$ cat src/rtl/core/ddsr_pkg.sv
// Shared types and constants for the differential-drive stepper ramp unit.
// No dependencies; imported by every module of the block.
package ddsr_pkg;

  localparam int TICKS_PER_SECOND = 1000000;

  // Field widths
  localparam int FUNC_W     = 2;
  localparam int SPD_W      = 12;
  localparam int CUR_W      = 13;
  localparam int ACC_W      = 8;
  localparam int RP_W       = 16;
  localparam int SPM_W      = 8;
  localparam int MIN_W      = 8;
  localparam int WD_W       = 24;
  localparam int STEP_CNT_W = 20;

  // Ramp arithmetic headroom
  localparam int RAMP_W = CUR_W + 2;

  // Configuration port
  localparam int NUM_REGS  = 5;
  localparam int ADDR_W    = $clog2(NUM_REGS * 4);
  localparam int REG_IDX_W = ADDR_W - 2;
  localparam int DATA_W    = 32;

  localparam logic [REG_IDX_W-1:0] REG_ACCEL    = REG_IDX_W'(0);
  localparam logic [REG_IDX_W-1:0] REG_RAMP     = REG_IDX_W'(1);
  localparam logic [REG_IDX_W-1:0] REG_SPM      = REG_IDX_W'(2);
  localparam logic [REG_IDX_W-1:0] REG_MIN      = REG_IDX_W'(3);
  localparam logic [REG_IDX_W-1:0] REG_WATCHDOG = REG_IDX_W'(4);

  localparam logic [ACC_W-1:0] ACCEL_RST    = ACC_W'(2);
  localparam logic [RP_W-1:0]  RAMP_RST     = RP_W'(1000);
  localparam logic [SPM_W-1:0] SPM_RST      = SPM_W'(10);
  localparam logic [MIN_W-1:0] MIN_RST      = MIN_W'(5);
  localparam logic [WD_W-1:0]  WATCHDOG_RST = WD_W'(200000);

  // Serial multiplier: multiplicand holds |speed| * pulses_per_mm,
  // multiplier holds since_step + 1
  localparam int MUL_A_W   = CUR_W + SPM_W;
  localparam int MUL_B_W   = STEP_CNT_W + 1;
  localparam int MUL_P_W   = MUL_A_W + MUL_B_W;
  localparam int MUL_CNT_W = $clog2(MUL_B_W + 1);

  localparam logic [MUL_CNT_W-1:0] DEN_LEN = MUL_CNT_W'(SPM_W);
  localparam logic [MUL_CNT_W-1:0] PRD_LEN = MUL_CNT_W'(MUL_B_W);

  typedef enum logic [FUNC_W-1:0] {
    FUNC_TICK      = 2'd0,
    FUNC_SET_VEL   = 2'd1,
    FUNC_STOP      = 2'd2,
    FUNC_HEARTBEAT = 2'd3
  } func_e;

  typedef struct packed {
    logic [ACC_W-1:0] accel_step;
    logic [RP_W-1:0]  ramp_period;
    logic [SPM_W-1:0] pulses_per_mm;
    logic [MIN_W-1:0] min_speed;
    logic [WD_W-1:0]  watchdog_limit;
  } cfg_t;

  typedef struct packed {
    logic                 start;
    logic [MUL_A_W-1:0]   a;
    logic [MUL_B_W-1:0]   b;
    logic [MUL_CNT_W-1:0] len;
  } mul_req_t;

  typedef struct packed {
    logic               done;
    logic [MUL_P_W-1:0] prod;
  } mul_rsp_t;

endpackage

$ cat src/rtl/core/ddsr_cfg_regs.sv
// Configuration register file behind a simple APB-style port.
// Depends on ddsr_pkg for register indexes, reset values and cfg_t.
module ddsr_cfg_regs (
  input  logic                          clk_i,
  input  logic                          rst_ni,
  input  logic                          psel,
  input  logic                          penable,
  input  logic                          pwrite,
  input  logic [ddsr_pkg::ADDR_W-1:0]   paddr,
  input  logic [ddsr_pkg::DATA_W-1:0]   pwdata,
  output logic [ddsr_pkg::DATA_W-1:0]   prdata,
  output logic                          pready,
  output ddsr_pkg::cfg_t                cfg_o
);
  import ddsr_pkg::*;

  cfg_t                 cfg_q, cfg_d;
  logic [REG_IDX_W-1:0] idx;
  logic                 wr_en;

  assign idx    = paddr[ADDR_W-1:2];
  assign wr_en  = psel && penable && pwrite;
  assign pready = 1'b1;
  assign cfg_o  = cfg_q;

  always_comb begin
    cfg_d = cfg_q;
    if (wr_en) begin
      unique case (idx)
        REG_ACCEL:    cfg_d.accel_step     = pwdata[ACC_W-1:0];
        REG_RAMP:     cfg_d.ramp_period    = pwdata[RP_W-1:0];
        REG_SPM:      cfg_d.pulses_per_mm  = pwdata[SPM_W-1:0];
        REG_MIN:      cfg_d.min_speed      = pwdata[MIN_W-1:0];
        REG_WATCHDOG: cfg_d.watchdog_limit = pwdata[WD_W-1:0];
        default: ;
      endcase
    end
  end

  always_comb begin
    unique case (idx)
      REG_ACCEL:    prdata = DATA_W'(cfg_q.accel_step);
      REG_RAMP:     prdata = DATA_W'(cfg_q.ramp_period);
      REG_SPM:      prdata = DATA_W'(cfg_q.pulses_per_mm);
      REG_MIN:      prdata = DATA_W'(cfg_q.min_speed);
      REG_WATCHDOG: prdata = DATA_W'(cfg_q.watchdog_limit);
      default:      prdata = '0;
    endcase
  end

  always_ff @(posedge clk_i or negedge rst_ni) begin
    if (!rst_ni) begin
      cfg_q.accel_step     <= ACCEL_RST;
      cfg_q.ramp_period    <= RAMP_RST;
      cfg_q.pulses_per_mm  <= SPM_RST;
      cfg_q.min_speed      <= MIN_RST;
      cfg_q.watchdog_limit <= WATCHDOG_RST;
    end else begin
      cfg_q <= cfg_d;
    end
  end

endmodule

$ cat src/rtl/core/ddsr_serial_mul.sv
// Bit-serial shift-add multiplier, one multiplier bit per cycle, LSB first.
// Depends on ddsr_pkg for widths and the request/response structs.
module ddsr_serial_mul (
  input  logic                clk_i,
  input  logic                rst_ni,
  input  ddsr_pkg::mul_req_t  req_i,
  output ddsr_pkg::mul_rsp_t  rsp_o
);
  import ddsr_pkg::*;

  logic [MUL_P_W-1:0]   p_q, p_d;
  logic [MUL_A_W-1:0]   a_q, a_d;
  logic [MUL_CNT_W-1:0] cnt_q, cnt_d;
  logic                 done_q, done_d;
  logic [MUL_A_W:0]     acc_sum;

  // add the multiplicand into the upper half when the low bit is set
  assign acc_sum = {1'b0, p_q[MUL_P_W-1:MUL_B_W]} + (p_q[0] ? {1'b0, a_q} : '0);

  always_comb begin
    p_d    = p_q;
    a_d    = a_q;
    cnt_d  = cnt_q;
    done_d = 1'b0;
    if (req_i.start) begin
      p_d   = {{MUL_A_W{1'b0}}, req_i.b};
      a_d   = req_i.a;
      cnt_d = req_i.len;
    end else if (cnt_q != '0) begin
      p_d    = {acc_sum, p_q[MUL_B_W-1:1]};
      cnt_d  = cnt_q - 1'b1;
      done_d = (cnt_q == MUL_CNT_W'(1));
    end
  end

  always_ff @(posedge clk_i or negedge rst_ni) begin
    if (!rst_ni) begin
      cnt_q  <= '0;
      done_q <= 1'b0;
    end else begin
      cnt_q  <= cnt_d;
      done_q <= done_d;
    end
  end

  always_ff @(posedge clk_i) begin
    p_q <= p_d;
    a_q <= a_d;
  end

  assign rsp_o.done = done_q;
  assign rsp_o.prod = p_q;

endmodule

$ cat src/rtl/core/diff_drive_stepper_ramp_unit.sv
// Channel   Dir  Handshake              Word
// in        in   in_valid_i/in_stall_o  func, lin_speed, turn_speed
// out       out  out_valid_o/out_stall_i step, dir, speed per wheel, watchdog flag
// cfg       in   APB psel/penable/pwrite accel, ramp period, steps/mm, min speed, watchdog
//
// A command word runs S_EXEC, S_FIN; a tick runs S_EXEC, S_RAMP, then S_CHK per
// wheel, then S_FIN. Per wheel the shared serial multiplier forms |v|*pulses_per_mm
// (8 iterations) and then (since_step+1)*den (21 iterations); a wheel at or below
// min speed, or with zero pulses_per_mm, skips both. One word is in work at a time;
// the input is taken again while the previous result still waits in the output register.
// Reset clears all motion state and loads the register defaults.
// Depends on ddsr_pkg, ddsr_cfg_regs and ddsr_serial_mul.
module diff_drive_stepper_ramp_unit (
  input  logic                               clk_i,
  input  logic                               rst_ni,
  input  logic                               in_valid_i,
  output logic                               in_stall_o,
  input  logic [ddsr_pkg::FUNC_W-1:0]        func_i,
  input  logic signed [ddsr_pkg::SPD_W-1:0]  lin_speed_i,
  input  logic signed [ddsr_pkg::SPD_W-1:0]  turn_speed_i,
  output logic                               out_valid_o,
  input  logic                               out_stall_i,
  output logic                               step_left_o,
  output logic                               step_right_o,
  output logic                               dir_left_o,
  output logic                               dir_right_o,
  output logic signed [ddsr_pkg::CUR_W-1:0]  speed_left_o,
  output logic signed [ddsr_pkg::CUR_W-1:0]  speed_right_o,
  output logic                               stopped_by_watchdog_o,
  input  logic                               psel,
  input  logic                               penable,
  input  logic                               pwrite,
  input  logic [ddsr_pkg::ADDR_W-1:0]        paddr,
  input  logic [ddsr_pkg::DATA_W-1:0]        pwdata,
  output logic [ddsr_pkg::DATA_W-1:0]        prdata,
  output logic                               pready
);
  import ddsr_pkg::*;

  typedef enum logic [6:0] {
    S_IDLE = 7'b0000001,
    S_EXEC = 7'b0000010,
    S_RAMP = 7'b0000100,
    S_CHK  = 7'b0001000,
    S_DEN  = 7'b0010000,
    S_PRD  = 7'b0100000,
    S_FIN  = 7'b1000000
  } state_e;

  function automatic logic signed [CUR_W-1:0] ramp_one(
    input logic signed [CUR_W-1:0] cur,
    input logic signed [CUR_W-1:0] tgt,
    input logic [ACC_W-1:0]        acc
  );
    logic signed [RAMP_W-1:0] c;
    logic signed [RAMP_W-1:0] t;
    logic signed [RAMP_W-1:0] a;
    logic signed [RAMP_W-1:0] d;
    logic [RAMP_W-1:0]        dm;
    c = RAMP_W'(cur);
    t = RAMP_W'(tgt);
    a = $signed({{(RAMP_W-ACC_W){1'b0}}, acc});
    if (c < t) c = c + a;
    if (c > t) c = c - a;
    d  = c - t;
    dm = d[RAMP_W-1] ? RAMP_W'(-d) : RAMP_W'(d);
    // snap when within one step of the target
    if (dm < $unsigned(a)) c = t;
    return c[CUR_W-1:0];
  endfunction

  cfg_t     cfg;
  mul_req_t mul_req;
  mul_rsp_t mul_rsp;

  state_e state_q, state_d;
  logic   w_q, w_d;

  logic signed [SPD_W-1:0] tl_q, tl_d, tt_q, tt_d;
  logic signed [CUR_W-1:0] cur_q [2];
  logic signed [CUR_W-1:0] cur_d [2];
  logic                    dir_q [2];
  logic                    dir_d [2];
  logic [STEP_CNT_W-1:0]   ss_q [2];
  logic [STEP_CNT_W-1:0]   ss_d [2];
  logic                    step_q [2];
  logic                    step_d [2];
  logic [RP_W-1:0]         sr_q, sr_d;
  logic [WD_W-1:0]         sc_q, sc_d;
  logic                    to_q, to_d;

  func_e                   func_q;
  logic signed [SPD_W-1:0] lin_q, turn_q;

  logic                    out_valid_q, out_valid_d;
  logic                    load_out;
  logic                    out_step_l_q, out_step_r_q, out_dir_l_q, out_dir_r_q, out_to_q;
  logic signed [CUR_W-1:0] out_spd_l_q, out_spd_r_q;

  logic                    accept;
  logic                    wheel_done;
  logic signed [CUR_W-1:0] cur_sel;
  logic [CUR_W-1:0]        mag_sel;
  logic [WD_W-1:0]         sc_inc;
  logic                    wd_fire;
  logic signed [CUR_W-1:0] tgt_l, tgt_r;
  logic [MUL_B_W-1:0]      ss_plus;
  logic [MUL_A_W-1:0]      den;
  logic                    prod_hit;

  ddsr_cfg_regs u_cfg (
    .clk_i   (clk_i),
    .rst_ni  (rst_ni),
    .psel    (psel),
    .penable (penable),
    .pwrite  (pwrite),
    .paddr   (paddr),
    .pwdata  (pwdata),
    .prdata  (prdata),
    .pready  (pready),
    .cfg_o   (cfg)
  );

  ddsr_serial_mul u_mul (
    .clk_i  (clk_i),
    .rst_ni (rst_ni),
    .req_i  (mul_req),
    .rsp_o  (mul_rsp)
  );

  assign in_stall_o = (state_q != S_IDLE);
  assign accept     = in_valid_i && (state_q == S_IDLE);

  assign cur_sel  = cur_q[w_q];
  assign mag_sel  = cur_sel[CUR_W-1] ? CUR_W'(-cur_sel) : CUR_W'(cur_sel);
  assign sc_inc   = (sc_q == '1) ? sc_q : sc_q + 1'b1;
  assign wd_fire  = (sc_inc > cfg.watchdog_limit) && ((tl_q != '0) || (tt_q != '0)) && !to_q;
  assign tgt_l    = $signed({tl_q[SPD_W-1], tl_q}) - $signed({tt_q[SPD_W-1], tt_q});
  assign tgt_r    = $signed({tl_q[SPD_W-1], tl_q}) + $signed({tt_q[SPD_W-1], tt_q});
  assign ss_plus  = {1'b0, ss_q[w_q]} + 1'b1;
  assign den      = mul_rsp.prod[MUL_B_W-SPM_W +: MUL_A_W];
  // step once (since_step + 1) * den exceeds the tick rate
  assign prod_hit = mul_rsp.prod > MUL_P_W'(TICKS_PER_SECOND);

  always_comb begin
    state_d     = state_q;
    w_d         = w_q;
    tl_d        = tl_q;
    tt_d        = tt_q;
    cur_d       = cur_q;
    dir_d       = dir_q;
    ss_d        = ss_q;
    step_d      = step_q;
    sr_d        = sr_q;
    sc_d        = sc_q;
    to_d        = to_q;
    out_valid_d = out_valid_q && out_stall_i;
    load_out    = 1'b0;
    wheel_done  = 1'b0;
    mul_req     = '0;

    unique case (state_q)
      S_IDLE: begin
        if (in_valid_i) state_d = S_EXEC;
      end
      S_EXEC: begin
        w_d       = 1'b0;
        step_d[0] = 1'b0;
        step_d[1] = 1'b0;
        if (func_q == FUNC_TICK) begin
          sc_d = sc_inc;
          sr_d = (sr_q == '1) ? sr_q : sr_q + 1'b1;
          for (int i = 0; i < 2; i++) begin
            ss_d[i] = (ss_q[i] == '1) ? ss_q[i] : ss_q[i] + 1'b1;
          end
          if (wd_fire) begin
            tl_d     = '0;
            tt_d     = '0;
            cur_d[0] = '0;
            cur_d[1] = '0;
            to_d     = 1'b1;
          end
          state_d = S_RAMP;
        end else begin
          sc_d = '0;
          to_d = 1'b0;
          case (func_q)
            FUNC_SET_VEL: begin
              tl_d = lin_q;
              tt_d = turn_q;
            end
            FUNC_STOP: begin
              tl_d     = '0;
              tt_d     = '0;
              cur_d[0] = '0;
              cur_d[1] = '0;
            end
            default: ;
          endcase
          state_d = S_FIN;
        end
      end
      S_RAMP: begin
        if (sr_q > cfg.ramp_period) begin
          sr_d     = '0;
          cur_d[0] = ramp_one(cur_q[0], tgt_l, cfg.accel_step);
          cur_d[1] = ramp_one(cur_q[1], tgt_r, cfg.accel_step);
        end
        state_d = S_CHK;
      end
      S_CHK: begin
        if (mag_sel > CUR_W'(cfg.min_speed)) begin
          dir_d[w_q] = !cur_sel[CUR_W-1];
          if (cfg.pulses_per_mm != '0) begin
            mul_req.start = 1'b1;
            mul_req.a     = MUL_A_W'(mag_sel);
            mul_req.b     = MUL_B_W'(cfg.pulses_per_mm);
            mul_req.len   = DEN_LEN;
            state_d       = S_DEN;
          end else begin
            wheel_done = 1'b1;
          end
        end else begin
          wheel_done = 1'b1;
        end
      end
      S_DEN: begin
        if (mul_rsp.done) begin
          mul_req.start = 1'b1;
          mul_req.a     = den;
          mul_req.b     = ss_plus;
          mul_req.len   = PRD_LEN;
          state_d       = S_PRD;
        end
      end
      S_PRD: begin
        if (mul_rsp.done) begin
          if (prod_hit) begin
            step_d[w_q] = 1'b1;
            ss_d[w_q]   = '0;
          end
          wheel_done = 1'b1;
        end
      end
      S_FIN: begin
        // hold the result until the output register frees up
        if (!out_valid_q || !out_stall_i) begin
          load_out    = 1'b1;
          out_valid_d = 1'b1;
          state_d     = S_IDLE;
        end
      end
      default: state_d = S_IDLE;
    endcase

    // advance to the right wheel, or finish after it
    if (wheel_done) begin
      if (w_q) begin
        state_d = S_FIN;
      end else begin
        w_d     = 1'b1;
        state_d = S_CHK;
      end
    end
  end

  always_ff @(posedge clk_i or negedge rst_ni) begin
    if (!rst_ni) begin
      state_q     <= S_IDLE;
      w_q         <= 1'b0;
      tl_q        <= '0;
      tt_q        <= '0;
      cur_q[0]    <= '0;
      cur_q[1]    <= '0;
      dir_q[0]    <= 1'b0;
      dir_q[1]    <= 1'b0;
      ss_q[0]     <= '0;
      ss_q[1]     <= '0;
      step_q[0]   <= 1'b0;
      step_q[1]   <= 1'b0;
      sr_q        <= '0;
      sc_q        <= '0;
      to_q        <= 1'b0;
      out_valid_q <= 1'b0;
    end else begin
      state_q     <= state_d;
      w_q         <= w_d;
      tl_q        <= tl_d;
      tt_q        <= tt_d;
      cur_q       <= cur_d;
      dir_q       <= dir_d;
      ss_q        <= ss_d;
      step_q      <= step_d;
      sr_q        <= sr_d;
      sc_q        <= sc_d;
      to_q        <= to_d;
      out_valid_q <= out_valid_d;
    end
  end

  always_ff @(posedge clk_i) begin
    if (accept) begin
      func_q <= func_e'(func_i);
      lin_q  <= lin_speed_i;
      turn_q <= turn_speed_i;
    end
    if (load_out) begin
      out_step_l_q <= step_q[0];
      out_step_r_q <= step_q[1];
      out_dir_l_q  <= dir_q[0];
      out_dir_r_q  <= dir_q[1];
      out_spd_l_q  <= cur_q[0];
      out_spd_r_q  <= cur_q[1];
      out_to_q     <= to_q;
    end
  end

  assign out_valid_o           = out_valid_q;
  assign step_left_o           = out_step_l_q;
  assign step_right_o          = out_step_r_q;
  assign dir_left_o            = out_dir_l_q;
  assign dir_right_o           = out_dir_r_q;
  assign speed_left_o          = out_spd_l_q;
  assign speed_right_o         = out_spd_r_q;
  assign stopped_by_watchdog_o = out_to_q;

endmodule

$ cat config.mk
export PLATFORM = sky130hd
export DESIGN_NAME = diff_drive_stepper_ramp_unit
export DESIGN_NICKNAME = d
export VERILOG_FILES = /design/src/rtl/core/ddsr_pkg.sv /design/src/rtl/core/ddsr_cfg_regs.sv /design/src/rtl/core/ddsr_serial_mul.sv /design/src/rtl/core/diff_drive_stepper_ramp_unit.sv
export SDC_FILE = /design/constraint.sdc
export NUM_CORES = 1
export LEC_CHECK = 0
export ABC_CLOCK_PERIOD_IN_PS = 13300
export BUFFER_PORTS_ARGS = -buffer_cell sky130_fd_sc_hd__buf_2
export CAP_MARGIN = 25
export CORE_MARGIN = 8
export CORE_UTILIZATION = 24
export CTS_CLUSTER_SIZE = 40
export DETAILED_ROUTE_END_ITERATION = 16
export HOLD_SLACK_MARGIN = 0.05
export MAX_ROUTING_LAYER = met4
export PLACE_DENSITY = 0.41
export SLEW_MARGIN = 5
export SYNTH_ARGS = -nofsm -noshare
export SYNTH_HDL_FRONTEND = slang
export SYNTH_HIERARCHICAL = 1
export SYNTH_SLANG_ARGS = --single-unit
$ cat constraint.sdc
create_clock -name clk_i -period 13.3 [get_ports clk_i]
set_input_delay 3.99 -clock clk_i [delete_from_list [all_inputs] [get_ports clk_i]]
set_output_delay 3.99 -clock clk_i [all_outputs]
set_load 0.01 [all_outputs]
# Word-level counts from Yosys, hierarchy flattened
# Index checks and enable logic that the tools add are counted.
totals:
  regBits: 334
  input_bits: 70
  out_inout_bits: 66
  elab_cells: 229
classes:
  add_sub_neg: 18
  n_lt_le_gt_ge: 12
  eq_ne: 35
  n_mux: 87
  bitwise: 4
  n_reduce_logical: 37
op_table:
  columns: ["op", "count"]
  rows:
  - ["15-bit 2-to-1 mux", 14]
  - ["48-bit 2-to-1 mux", 3]
  - ["20-bit 2-to-1 mux", 6]
  - ["40-bit 2-to-1 mux", 3]
  - ["24-bit case mux with 5 select lines", 1]
  - ["26-bit 2-to-1 mux", 4]
  - ["48-bit case mux with 2 select lines", 1]
  - ["40-bit case mux with 2 select lines", 1]
  - ["13-bit 2-to-1 mux", 6]
  - ["21-bit 2-to-1 mux", 3]
  - ["7-bit 2-to-1 mux", 8]
  - ["26-bit case mux with 2 select lines", 1]
  - ["7-bit case mux with 7 select lines", 1]
  - ["16-bit 2-to-1 mux", 3]
  - ["24-bit 2-to-1 mux", 2]
  - ["12-bit case mux with 2 select lines", 2]
  - ["42-bit by 20-bit greater-than comparator with 1-bit output (second input constant)", 1]
  - ["20-bit by 1-bit adder with 20-bit output (second input constant)", 2]
  - ["40-bit AND", 1]
  - ["20-bit == test (second input constant)", 2]
  - ["40-bit NOT", 1]
  - ["12-bit 2-to-1 mux", 3]
  - ["16-bit case mux with 2 select lines", 1]
  - ["15-bit by 13-bit greater-than comparator with 1-bit output", 2]
  - ["64 further kinds", 121]

# Depth between registers and ports, before layout
# Gate-level depths: netlist of run 1.
depth:
  word_depth: 16
  depth_mapped: 69
  mapped_depth_nobuf: 65

# Cells and area by module
# Netlist of run 1, hierarchy kept.
modules_own_cells:
  columns: ["mod", "instances", "cells_per_inst", "area_each_um2", "seq_area_each_um2"]
  rows:
  - ["diff_drive_stepper_ramp_unit", 1, 2285, 18900.6, 5316.3]
  - ["ddsr_serial_mul", 1, 361, 3791.1, 1831.8]
  - ["ddsr_cfg_regs", 1, 222, 3074.2, 1622.8]

# Worst setup path after synthesis of run 1
# OpenSTA, ideal clock, no wires.
synth_timing:
  path_kind: "flip-flop to flip-flop"
  from: "register tt_q[0]"
  to: "register cur_q[4] (netlist name)"
  setup_time_ps: 80
  arrival_ps: 11252
  t_required_ps: 13220
  setup_slack_ps: 1968
  path_stages_with_launch: 65
  path_buffers: 3
  period_less_slack_ps: 11332
  cell_sequence: "dfrtp_1 -> ha_1 -> inv_1 -> fa_1 -> o21bai_1 -> a21oi_1 -> nor2_1 -> o21ai_0 -> a21oi_1 -> nor2_1 -> xnor2_1 -> ha_1 -> nand2_1 -> nor2_1 -> a211oi_1 -> o31a_1 -> o21ai_0 -> a211o_1 -> (+29 left out) -> nor3_1 -> nor3_2 -> buf_2 -> mux2_2 -> ha_1 -> a21oi_1 -> nor2b_1 -> o21ai_0 -> nand2b_1 -> a21oi_1 -> nor2b_1 -> o21ai_0 -> nand2b_1 -> a221oi_1 -> o221ai_1 -> buf_2 -> or4_4 -> o211ai_2"
synth_between:
  elab_chain_cells: 16
  word_cells_on_any_way: 23
  cone_classes: "4 x add/sub; 3 x order compare; 1 x eq/ne; 10 x mux; 5 x reduce/logical"
synth_rtl:
  columns: ["element", "line", "rtl"]
  rows:
  - ["start, declared", "diff_drive_stepper_ramp_unit.sv:79", "logic signed [SPD_W-1:0] tl_q, tl_d, tt_q, tt_d;"]
  - ["start signal, assigned", "diff_drive_stepper_ramp_unit.sv:289", "tt_q <= tt_d;"]
  - ["12-bit by 12-bit adder with 13-bit output", "diff_drive_stepper_ramp_unit.sv:139", "assign tgt_r = $signed({tl_q[SPD_W-1], tl_q}) + $signed({tt_q[SPD_W-1], tt_q});"]
  - ["13-bit < comparator", "diff_drive_stepper_ramp_unit.sv:63", "if (c < t) c = c + a;"]
  - ["15-bit 2-to-1 mux", "diff_drive_stepper_ramp_unit.sv:63", null]
  - ["15-bit 2-to-1 mux", "diff_drive_stepper_ramp_unit.sv:204", "if (sr_q > cfg.ramp_period) begin"]
  - ["15-bit 2-to-1 mux", "diff_drive_stepper_ramp_unit.sv:162", "unique case (state_q)"]
  - ["15-bit by 9-bit subtractor with 15-bit output or 15-bit by 13-bit greater-than comparator with 1-bit output (tied branches)", "diff_drive_stepper_ramp_unit.sv:64", "if (c > t) c = c - a;"]
  - ["15-bit 2-to-1 mux", "diff_drive_stepper_ramp_unit.sv:64", null]
  - ["15-bit 2-to-1 mux", "diff_drive_stepper_ramp_unit.sv:204", null]
  - ["15-bit 2-to-1 mux", "diff_drive_stepper_ramp_unit.sv:162", null]
  - ["15-bit by 13-bit subtractor with 15-bit output", "diff_drive_stepper_ramp_unit.sv:65", "d = c - t;"]
  - ["15-bit negation", "diff_drive_stepper_ramp_unit.sv:66", "dm = d[RAMP_W-1] ? RAMP_W'(-d) : RAMP_W'(d);"]
  - ["15-bit 2-to-1 mux", "diff_drive_stepper_ramp_unit.sv:66", null]
  - ["15-bit by 8-bit < comparator with 1-bit output", "diff_drive_stepper_ramp_unit.sv:68", "if (dm < $unsigned(a)) c = t;"]
  - ["13-bit 2-to-1 mux", "diff_drive_stepper_ramp_unit.sv:68", null]
  - ["26-bit 2-to-1 mux", "diff_drive_stepper_ramp_unit.sv:204", null]
  - ["26-bit case mux with 2 select lines", "diff_drive_stepper_ramp_unit.sv:162", null]
  - ["end signal, assigned", "diff_drive_stepper_ramp_unit.sv:290", "cur_q <= cur_d;"]
  - ["end, declared", "diff_drive_stepper_ramp_unit.sv:80", "logic signed [CUR_W-1:0] cur_q [2];"]
# Several ways; a longest one is shown, not always the timed one. The select of a mux whose other input is x is not followed.
# A chain may end at the register's enable or synchronous reset.

# Worst setup path in the final report of run 1
layout_timing:
  from: "register tl_q[5]"
  to: "register cur_q[3] (netlist name)"
layout_between:
  elab_chain_cells: 16
  word_cells_on_any_way: 23
  cone_classes: "4 x add/sub; 3 x order compare; 1 x eq/ne; 10 x mux; 5 x reduce/logical"
layout_rtl:
  columns: ["element", "line", "rtl"]
  rows:
  - ["start, declared", "diff_drive_stepper_ramp_unit.sv:79", null]
  - ["start signal, assigned", "diff_drive_stepper_ramp_unit.sv:288", "tl_q <= tl_d;"]
  - ["12-bit by 12-bit adder with 13-bit output", "diff_drive_stepper_ramp_unit.sv:139", null]
  - ["13-bit < comparator", "diff_drive_stepper_ramp_unit.sv:63", null]
  - ["15-bit 2-to-1 mux", "diff_drive_stepper_ramp_unit.sv:63", null]
  - ["15-bit 2-to-1 mux", "diff_drive_stepper_ramp_unit.sv:204", null]
  - ["15-bit 2-to-1 mux", "diff_drive_stepper_ramp_unit.sv:162", null]
  - ["15-bit by 9-bit subtractor with 15-bit output or 15-bit by 13-bit greater-than comparator with 1-bit output (tied branches)", "diff_drive_stepper_ramp_unit.sv:64", null]
  - ["15-bit 2-to-1 mux", "diff_drive_stepper_ramp_unit.sv:64", null]
  - ["15-bit 2-to-1 mux", "diff_drive_stepper_ramp_unit.sv:204", null]
  - ["15-bit 2-to-1 mux", "diff_drive_stepper_ramp_unit.sv:162", null]
  - ["15-bit by 13-bit subtractor with 15-bit output", "diff_drive_stepper_ramp_unit.sv:65", null]
  - ["15-bit negation", "diff_drive_stepper_ramp_unit.sv:66", null]
  - ["15-bit 2-to-1 mux", "diff_drive_stepper_ramp_unit.sv:66", null]
  - ["15-bit by 8-bit < comparator with 1-bit output", "diff_drive_stepper_ramp_unit.sv:68", null]
  - ["13-bit 2-to-1 mux", "diff_drive_stepper_ramp_unit.sv:68", null]
  - ["26-bit 2-to-1 mux", "diff_drive_stepper_ramp_unit.sv:204", null]
  - ["26-bit case mux with 2 select lines", "diff_drive_stepper_ramp_unit.sv:162", null]
# Several ways; a longest one is shown, not always the timed one. The select of a mux whose other input is x is not followed.

==> reports/qor.csv, run 1 <==
stage,metric,value,unit
floorplan,die_x,344,um
logic_synthesis,syn_area,0.0258,mm^2
clock_network,clk_latency,590,ps
floorplan,io_pins,136,
logic_synthesis,synth_mux_area_frac,0.0657,
floorplan,std_cell_rows,120,
timing,fin_ws,994,ps
worst_hold_path,hold_path_class,flip-flop to flip-flop,
flow_run,cap_violations,0,
setup_path,endpoint_kind,flip-flop,
global_route,overflow,0,
route,dr_total_vias,21600,
clock_network,ctsLongestPathBuffers,3,
setup_path,worst_path_max_delay_cell,ha_1,
logic_synthesis,synth_ff_type,dfrtp_1,
layout,final_area,0.0297,mm^2
timing,setup_tns,0,ps
setup_path,arrival,12800,ps
logic_synthesis,synth_top_family_by_area,simple AND/OR/NAND/NOR gates,
setup_path,crit_fanout,12,
layout,drive_gt1_frac,0.152,
route,dr.first_iter.drc_count,1383,
placed_design,port_buffers,116,
logic_synthesis,synth_cell_types,106,
layout,synthToLayoutAreaGrowth,15.2,%
logic_synthesis,synth_top_cell_area_share,0.190,
clock_network,tritoncts,done,
timing,period_needed,12310,ps
setup_path,regToRegSetupSlack,990,ps
clock_network,cts_root_buf,clkbuf_16,
setup_path,cp_common_cell,a21oi_1,
floorplan,die_h,344,um
clock_network,cts-htree-levels,2,
clock_network,cts_inserted_buffers,43,
timing,slew_violations,0,
placed_design,dp_worst_setup_slack,320,ps
timing,hold_violations,0,
setup_path,start_kind,flip-flop,
global_route,grtUsageTotal,0.146,
timing,fin_crit_sh,0.925,
logic_synthesis,post-synth-top-area-cell,dfrtp_1,
setup_path,cp.required,13790,ps
logic_synthesis,synth_area_per_cell,8.98,um^2
logic_synthesis,synthXorXnorAreaFrac,0.0595,
floorplan,die-area,0.118,mm^2
logic_synthesis,synth_fa_ha_area_frac,0.111,
logic_synthesis,synth_common_cells,"nand2_1 (249), ha_1 (212), nor2_1 (212), dfrtp_1 (196), o21ai_0 (195)",
clock_network,cts_sinks,334,
route,totalWireLength,85200,um
setup_path,crit_type,flip-flop to flip-flop,
route,ant_nets,0,
route,via_per_inst,4.88,
logic_synthesis,yosysSeqAreaShare,0.340,
timing,slew_headroom,0.305,
global_route,grt_pass1_vias,21300,
route,wl_per_cell,19.3,um
timing,clock_skew,20.3,ps
timing,setup_viol,0,
route,drc,0,
status,outcome,"complete, no violations",
logic_synthesis,synth-compound-area-share,0.183,
global_route,antenna_found_initial,10,
logic_synthesis,syn_inst,2868,
logic_synthesis,synth_simple_gate_area_frac,0.196,
setup_path,max_stage_delay,520,ps
clock_network,cts.clk_slew.worst_paths,70,ps
logic_synthesis,yosysMostFrequentCell,nand2_1,
timing,worst_pin_slew,1040,ps
logic_synthesis,synthTopCellsByArea,"dfrtp_1 (19%), edfxtp_1 (12%), ha_1 (10%)",
logic_synthesis,ys_ff_latch,334,
floorplan,coreArea,0.107,mm^2
placed_design,place_area,0.0281,mm^2
logic_synthesis,yosys_warnings,6,
placed_design,post-dp-hpwl,65900,um
logic_synthesis,synth_edf_count,99,
placed_design,place_congestion,0.813,
timing,max_clock_freq,81.3,MHz
timing,hold_ws,445,ps
floorplan,start_util,0.241,
global_route,grt_max_degree,144,
layout,layout.nets,3270,
route,drtPass1Iterations,5,
global_route,grt_pass1_wl,132000,um
logic_synthesis,async_reset_ff_frac,0.641,
## critical path, delay by kind of cell (launching register included)
| kind | cells | cell delay (ps) |
|---|---|---|
| buffers and inverters | 2 | 320 |
| muxes | 3 | 1160 |
| DFF | 1 | 440 |
| adders and majority gates | 7 | 2240 |
| and+or+nand+nor | 19 | 2990 |
| AOI/OAI and AO/OA | 25 | 5060 |
## layer usage
layer	GRT usage	up-vias	wire length [um]
li1	-	10700	-
met1	0.209	10500	43400
met2	0.220	350	37400
met3	0.0200	68	3220
met4	0.0258	0	1270
met5	-	-	0
## worst paths after layout
kind                                       start               endpoint  cells past startpoint
setup reg to reg             tl_q[5]$_DFFE_PN0P_   cur_q[3]$_DFFE_PN0P_                     56
hold / removal             step_q[1]$_DFFE_PN0P_  step_left_o$_DFFE_PP_                      0
min in group asynchronous                 rst_ni  cur_q[25]$_DFFE_PN0P_                      1
max in group asynchronous                 rst_ni   ss_q[10]$_DFFE_PN0P_                      2
setup / recovery             tl_q[5]$_DFFE_PN0P_   cur_q[3]$_DFFE_PN0P_                     56
hold reg to reg            step_q[1]$_DFFE_PN0P_  step_left_o$_DFFE_PP_                      0
## area by class of cell
cell class / instances / area, um^2
fillers: 11400 / 77100
multi-input cells: 2260 / 16000
flip-flops and latches: 334 / 8770
well taps: 1403 / 1760
clock buffers: 56 / 1220
repair buffers: 178 / 1080
inverters: 162 / 608
clock inverters: 23 / 235
diodes: 7 / 17.5
## metrics by stage
| step | std cells | utilization |
|---|---|---|
| 5_1_grt | 4422 | 0.278 |
| 3_5_place_dp | 4333 | 0.263 |
| 3_3_place_gp | 4330 | 0.263 |
| 4_1_cts | 4412 | 0.277 |
| 2_1_floorplan | 2875 | - |
| 6_report | 4423 | 0.278 |
## state kept, by name (all words and copies together) (netlist names), 5 cells and up
| register | flops |
|---|---|
| u_cfg/cfg_o | 64 |
| u_mul/p_q | 42 |
| ss_q | 40 |
| cur_q | 26 |
| sc_q | 24 |
| u_mul/a_q | 21 |
| sr_q | 16 |
| speed_left_o | 13 |
| speed_right_o | 13 |
| lin_q | 12 |
| tl_q | 12 |
| tt_q | 12 |
| turn_q | 12 |
| state_q | 7 |
| u_mul/cnt_q | 5 |
## what timing repair did
item                                    in CTS  in global routing
resized for setup                            0                 20
endpoints found under the setup margin       0                 26
hold buffers                                 0                  0
setup buffers                                0                  4
## cells by family (layout without fill, tap and decap cells)
family                     count (synthesis)  count (layout)
AOI/OAI and AO/OA                        710             710
xor gates and xnor gates                 173             173
adders and majority gates                223             223
buffers and inverters                    281             419
DFF                                      334             334
muxes                                    151             151
other                                      3              17
and+or+nand+nor                          993             993
## cells in the final DEF (no fill, tap or decap), types with 59 or more instances in the layout
master and n:
mux2_2 102, xnor2_1 117, ha_1 211, dfrtp_1 195, buf_4 59, buf_2 115, nor2_1 208, nand2_1 247
o21ai_0 194, nand3_1 110, nor3_1 66, edfxtp_1 99, a21oi_1 155, inv_1 161
Power of run 1 is left out: the tool's default activity adds up to more than one toggle a clock period on the data nets, which glitch-free logic cannot reach.
==> run 2: changes to the inputs <==
--- a/config.mk
+++ b/config.mk
@@ -18,5 +18,4 @@
 export SLEW_MARGIN = 5
 export SYNTH_ARGS = -nofsm -noshare
 export SYNTH_HDL_FRONTEND = slang
-export SYNTH_HIERARCHICAL = 1
 export SYNTH_SLANG_ARGS = --single-unit
==> reports/qor.csv, run 2 <==
stage,metric,value,unit,change
route,drtPass1Iterations,5,,unchanged
global_route,grt_max_degree,153,,+6.3%
placed_design,place_area,0.0281,mm^2,about the same
layout,fin_util,0.277,,-0.000917
clock_network,tritoncts,done,,
layout,num_antenna_cells,0,,-7
layout,synthToLayoutAreaGrowth,14.8,%,
logic_synthesis,synth_edf_count,99,,unchanged
floorplan,coreArea,0.107,mm^2,+0.14%
timing,setup_viol,0,,unchanged
setup_path,reg2reg_depth,62,,+11%
floorplan,die-area,0.118,mm^2,+0.16%
setup_path,endpoint_kind,flip-flop,,
logic_synthesis,yosysSeqAreaShare,0.340,,-0.000561
logic_synthesis,post-synth-top-area-cell,dfrtp_1,,
timing,slew_headroom,0.320,,+0.0157
timing,max_clock_freq,81.1,MHz,-0.20%
placed_design,dp_worst_setup_slack,301,ps,-19.3 ps
clock_network,clk_latency,600,ps,about the same
setup_path,cp.required,13830,ps,+40 ps
worst_hold_path,hold_path_class,flip-flop to flip-flop,,
floorplan,die_h,344,um,about the same
clock_network,cts_root_buf,clkbuf_16,,
layout,drive_gt1_frac,0.120,,-0.0325
timing,fin_crit_sh,0.927,,+0.00184
route,dr_total_vias,22300,,+3.4%
global_route,antenna_found_initial,2,,-8
clock_network,ctsLongestPathBuffers,3,,unchanged
floorplan,start_util,0.241,,about the same
timing,clock_skew,35.2,ps,+14.9 ps
layout,final_common_cell,o21ai_0,,
logic_synthesis,synth_top_cell_area_share,0.190,,-0.000314
timing,worst_pin_slew,1020,ps,-19.8 ps
placed_design,post-dp-hpwl,67100,um,+1.8%
layout,layout.nets,3352,,+2.5%
setup_path,max_stage_delay,520,ps,about the same
layout,layout_common_cells,"o21ai_0 (249), nand2_1 (247), ha_1 (212)",,
route,via_per_inst,4.97,,+1.7%
status,outcome,"complete, no violations",,
route,ant_nets,0,,unchanged
logic_synthesis,async_reset_ff_frac,0.641,,unchanged
clock_network,cts.clk_slew.worst_paths,60,ps,about the same
route,dr_wl_met3,3300,um,+2.6%
logic_synthesis,yosys_warnings,0,,-6
route,met1_length,42300,um,-2.6%
logic_synthesis,syn_area,0.0258,mm^2,+0.17%
clock_network,cts-htree-levels,2,,unchanged
clock_network,ctsHoldBuffers,0,,unchanged
logic_synthesis,synthTopCellsByArea,"dfrtp_1 (19%), edfxtp_1 (12%), ha_1 (10%)",,
logic_synthesis,syn_inst,2959,,+3.2%
flow_run,cap_violations,0,,unchanged
route,wl_met2,40700,um,+8.7%
timing,period_needed,12330,ps,+24.4 ps
global_route,grtUsageTotal,0.149,,+0.00351
route,top_layer,met4,,
route,dr.first_iter.drc_count,1466,,+6.0%
setup_path,arrival,12860,ps,+60 ps
global_route,overflow,0,,unchanged
logic_synthesis,ys_ff_latch,334,,unchanged
setup_path,worst_path_max_delay_cell,or4_1,,
floorplan,die_x,344,um,about the same
setup_path,regToRegSetupSlack,970,ps,-20 ps
route,wl_per_cell,19.5,um,+1.2%
setup_path,crit_type,flip-flop to flip-flop,,
floorplan,io_pins,136,,unchanged
layout,finalNonFillerCells,4498,,+1.7%
floorplan,std_cell_rows,120,,unchanged
logic_synthesis,yosysMostFrequentCell,o21ai_0,,
layout,final_area,0.0296,mm^2,-0.19%
layout,largest_reg_flops,64,,unchanged
placed_design,port_buffers,116,,unchanged
timing,slew_violations,0,,unchanged
logic_synthesis,synth_ff_type,dfrtp_1,,
logic_synthesis,synth_area_per_cell,8.72,um^2,-2.9%
placed_design,dp.cells,4411,,+1.8%
setup_path,start_kind,flip-flop,,
route,drc,0,,unchanged
setup_path,crit_fanout,9,,-3
timing,hold_violations,0,,unchanged
layout,final.fill_count,11500,,+1.4%
worst_hold_path,holdPathStages,0,,unchanged
route,totalWireLength,87800,um,+3.0%
global_route,grt_pass1_wl,135000,um,+2.7%
logic_synthesis,synth_cell_types,108,,+1.9%
global_route,grt_pass1_vias,22100,,+3.7%
placed_design,place_congestion,0.842,,+3.5%
clock_network,cts_inserted_buffers,42,,-2.3%
timing,fin_ws,969,ps,-24.4 ps
clock_network,cts_sinks,334,,unchanged
logic_synthesis,synth_common_cells,"o21ai_0 (251), nand2_1 (248), ha_1 (212), nor2_1 (211), dfrtp_1 (196)",,
-- run 2: final cells by class --
type | count | area [um^2] | area share
Tap cell | 1403 | 1760 | 0.0592
Inverter | 172 | 646 | 0.0218
Clock inverter | 10 | 66.3 | 0.00224
Multi-Input combinational cell | 2327 | 16000 | 0.540
Clock buffer | 68 | 1270 | 0.0429
Sequential cell | 334 | 8770 | 0.296
Timing Repair Buffer | 184 | 1120 | 0.0377
-- run 2: repair_timing --
item | 4_1_cts | 5_1_grt
endpoints found under the hold margin | 0 | 0
gates resized for setup | 0 | 24
endpoints found under the setup margin | 0 | 26
setup buffers | 0 | 7
-- run 2: worst paths after layout --
| check | start | endpoint |
|---|---|---|
| max | tl_q[0]$_DFFE_PN0P_ | cur_q[1]$_DFFE_PN0P_ |
| min | step_q[0]$_DFFE_PN0P_ | step_right_o$_DFFE_PP_ |
| max reg2reg | tl_q[0]$_DFFE_PN0P_ | cur_q[1]$_DFFE_PN0P_ |
| min reg2reg | step_q[0]$_DFFE_PN0P_ | step_right_o$_DFFE_PP_ |
| max in group asynchronous | rst_ni | ss_q[19]$_DFFE_PN0P_ |
| min in group asynchronous | rst_ni | tt_q[5]$_DFFE_PN0P_ |
-- run 2: metal layers --
| layer | global-route usage | vias to the layer above |
|---|---|---|
| li1 | - | 11000 |
| met1 | 0.202 | 10800 |
| met2 | 0.242 | 398 |
| met3 | 0.0159 | 98 |
| met4 | 0.0290 | 0 |
| met5 | - | - |
-- run 2: cell families (layout without fill, tap and decap cells) --
kind of cell               Yosys count  after routing  share of synthesized area
and+or+nand+nor                   1042           1042                      0.204
AOI/OAI and AO/OA                  797            798                      0.204
DFF                                334            334                      0.340
buffers and inverters              306            434                     0.0477
adders and majority gates          224            224                      0.111
xor gates and xnor gates           155            155                     0.0540
muxes                               99             99                     0.0401
other                                2              9                   0.000291
-- run 2: critical path, delay by kind of cell (launching register included) --
| family | cells | cell delay [ps] |
|---|---|---|
| AO/OA/AOI/OAI | 28 | 5250 |
| XOR/XNOR | 1 | 170 |
| adder cells (fa/ha/maj) | 7 | 2190 |
| buffers and inverters | 3 | 350 |
| flip-flops | 1 | 370 |
| multiplexers | 3 | 1150 |
| AND/OR/NAND/NOR | 20 | 2790 |
-- run 2: stage by stage --
step	hold slack [ps]	TNS [ps]
after floorplan	423	0
after global placement	450	0
after detailed placement	436	0
after CTS	449	0
after global routing	456	-0.642
final	446	0
Power of run 2 is left out for the same reason.
==> run 3: changes to the inputs <==
--- a/config.mk
+++ b/config.mk
@@ -13,7 +13,6 @@
 export CTS_CLUSTER_SIZE = 40
 export DETAILED_ROUTE_END_ITERATION = 16
 export HOLD_SLACK_MARGIN = 0.05
-export MAX_ROUTING_LAYER = met4
 export PLACE_DENSITY = 0.41
 export SLEW_MARGIN = 5
 export SYNTH_ARGS = -nofsm -noshare
==> reports/qor.csv, run 3 (synthesis gave the netlist of run 2 again) <==
stage,metric,value,unit,change
clock_network,tritoncts,done,,
layout,largest_reg_flops,64,,unchanged
layout,final_area,0.0297,mm^2,+0.18%
setup_path,crit_fanout,6,,-3
clock_network,cts_inserted_buffers,42,,unchanged
clock_network,cts_root_buf,clkbuf_16,,
setup_path,reg2reg_depth,62,,unchanged
clock_network,ctsLongestPathBuffers,3,,unchanged
global_route,overflow,0,,unchanged
timing,clock_skew,31.5,ps,-3.66 ps
timing,hold_violations,0,,unchanged
setup_path,crit_type,flip-flop to flip-flop,,
global_route,grt_pass1_vias,22100,,+0.11%
global_route,grt_max_degree,153,,unchanged
worst_hold_path,holdPathStages,0,,unchanged
floorplan,die_x,344,um,unchanged
layout,ff_latch_area,0.00877,mm^2,unchanged
floorplan,die-area,0.118,mm^2,unchanged
route,drtPass1Iterations,5,,unchanged
layout,layout.nets,3356,,+0.12%
route,drc,0,,unchanged
route,dr_total_vias,22300,,-0.21%
timing,worst_pin_slew,1000,ps,-17.0 ps
clock_network,clk_latency,590,ps,about the same
placed_design,place_congestion,0.829,,-1.5%
route,totalWireLength,87700,um,about the same
setup_path,regToRegSetupSlack,920,ps,-50 ps
clock_network,cts-htree-levels,2,,unchanged
setup_path,cp.required,13830,ps,about the same
route,dr.first_iter.drc_count,1438,,-1.9%
route,via_per_inst,4.95,,-0.32%
worst_hold_path,holdPathEnd,step_right_o$_DFFE_PP_,,
placed_design,place_area,0.0281,mm^2,unchanged
layout,final_common_cell,o21ai_0,,
floorplan,coreArea,0.107,mm^2,unchanged
floorplan,io_pins,136,,unchanged
global_route,antenna_found_initial,1,,-1
floorplan,die_h,344,um,unchanged
layout,drive_gt1_frac,0.121,,+0.00146
timing,period_needed,12380,ps,+52.8 ps
route,wl_per_cell,19.5,um,-0.19%
floorplan,std_cell_rows,120,,unchanged
clock_network,cts_sinks,334,,unchanged
timing,slew_headroom,0.332,,+0.0113
clock_network,ctsHoldBuffers,0,,unchanged
floorplan,start_util,0.241,,unchanged
clock_network,cts.clk_slew.worst_paths,60,ps,about the same
global_route,grt_pass1_wl,135000,um,about the same
timing,fin_crit_sh,0.931,,+0.00397
setup_path,endpoint_kind,flip-flop,,
timing,hold_ws,446,ps,+0.265 ps
placed_design,port_buffers,116,,unchanged
setup_path,worst_path_max_delay_cell,or4_1,,
layout,layout_common_cells,"o21ai_0 (249), nand2_1 (247), ha_1 (212)",,
setup_path,r2r_start,tl_q[0]$_DFFE_PN0P_,,
layout,synthToLayoutAreaGrowth,15.0,%,
timing,max_clock_freq,80.8,MHz,-0.43%
status,outcome,"complete, no violations",,
layout,multi_input_area,0.0160,mm^2,about the same
timing,setup_viol,0,,unchanged
placed_design,post-dp-hpwl,67100,um,unchanged
setup_path,max_stage_delay,510,ps,about the same
setup_path,start_kind,flip-flop,,
timing,slew_violations,0,,unchanged
worst_hold_path,hold_start,step_q[0]$_DFFE_PN0P_,,
global_route,grtUsageTotal,0.145,,-0.00418
layout,final.fill_count,11500,,-0.043%
route,ant_nets,0,,unchanged
setup_path,arrival,12910,ps,+50 ps
flow_run,cap_violations,0,,unchanged
setup_path,rr_endpoint,cur_q[1]$_DFFE_PN0P_,,
worst_hold_path,hold_path_class,flip-flop to flip-flop,,
-- run 3: cell count changes in the layout (fill, tap and decap cells not counted) --
cell	delta
buf_12	+1
xnor2_2	+1
buf_4	+3
diode_2	+1
xnor2_1	-1
-- run 3: cell type report --
class	instances	share of cell area
multi-input cells	2327	0.539
flip-flops and latches	334	0.296
well taps	1403	0.0591
clock buffers	68	0.0428
repair buffers	188	0.0391
inverters	172	0.0218
clock inverters	10	0.00223
diodes	1	0.0000843
-- run 3: per-stage QoR --
stage	setup slack (ps)	util	instances	TNS (ps)
after floorplan	425	-	2966	0
after global placement	240	0.263	4411	0
after detailed placement	301	0.263	4411	0
after CTS	228	0.276	4489	0
after global routing	-17.2	0.278	4502	-35.6
final	916	0.278	4503	0
-- run 3: worst max-delay path by stage --
| stage | endpoint | slack [ps] | startpoint | depth (start not counted) |
|---|---|---|---|---|
| 2_1_floorplan | cur_q[8]$_DFFE_PN0P_ | 420 | tl_q[3]$_DFFE_PN0P_ | 59 |
| 3_3_place_gp | cur_q[6]$_DFFE_PN0P_ | 240 | tl_q[0]$_DFFE_PN0P_ | 64 |
| 3_5_place_dp | cur_q[6]$_DFFE_PN0P_ | 300 | tl_q[0]$_DFFE_PN0P_ | 64 |
| 4_1_cts | cur_q[6]$_DFFE_PN0P_ | 230 | tl_q[0]$_DFFE_PN0P_ | 64 |
| 5_1_grt | cur_q[1]$_DFFE_PN0P_ | -20 | tl_q[0]$_DFFE_PN0P_ | 65 |
| 6_report | cur_q[1]$_DFFE_PN0P_ | 920 | tl_q[0]$_DFFE_PN0P_ | 62 |
-- run 3: metal layers --
metal | wire [um] | GRT usage
met3 | 3370 | 0.0167
met4 | 1520 | 0.0290
met1 | 42100 | 0.202
met5 | 0 | 0
met2 | 40700 | 0.242
-- run 3: timing repair --
item | in CTS | in global routing
buffers inserted | 0 | 11
resized for setup | 0 | 25
endpoints found under the setup margin | 0 | 26
endpoints found under the hold margin | 0 | 0
-- run 3: worst max-delay path, delay by kind of cell (launching register included) --
| family | cells | cell delay [ps] |
|---|---|---|
| and+or+nand+nor | 20 | 2800 |
| muxes | 3 | 1150 |
| DFF | 1 | 350 |
| buffers and inverters | 3 | 350 |
| adders and majority gates | 7 | 2180 |
| xor gates and xnor gates | 1 | 170 |
| AOI/OAI and AO/OA | 28 | 5340 |
Power of run 3 is left out for the same reason.
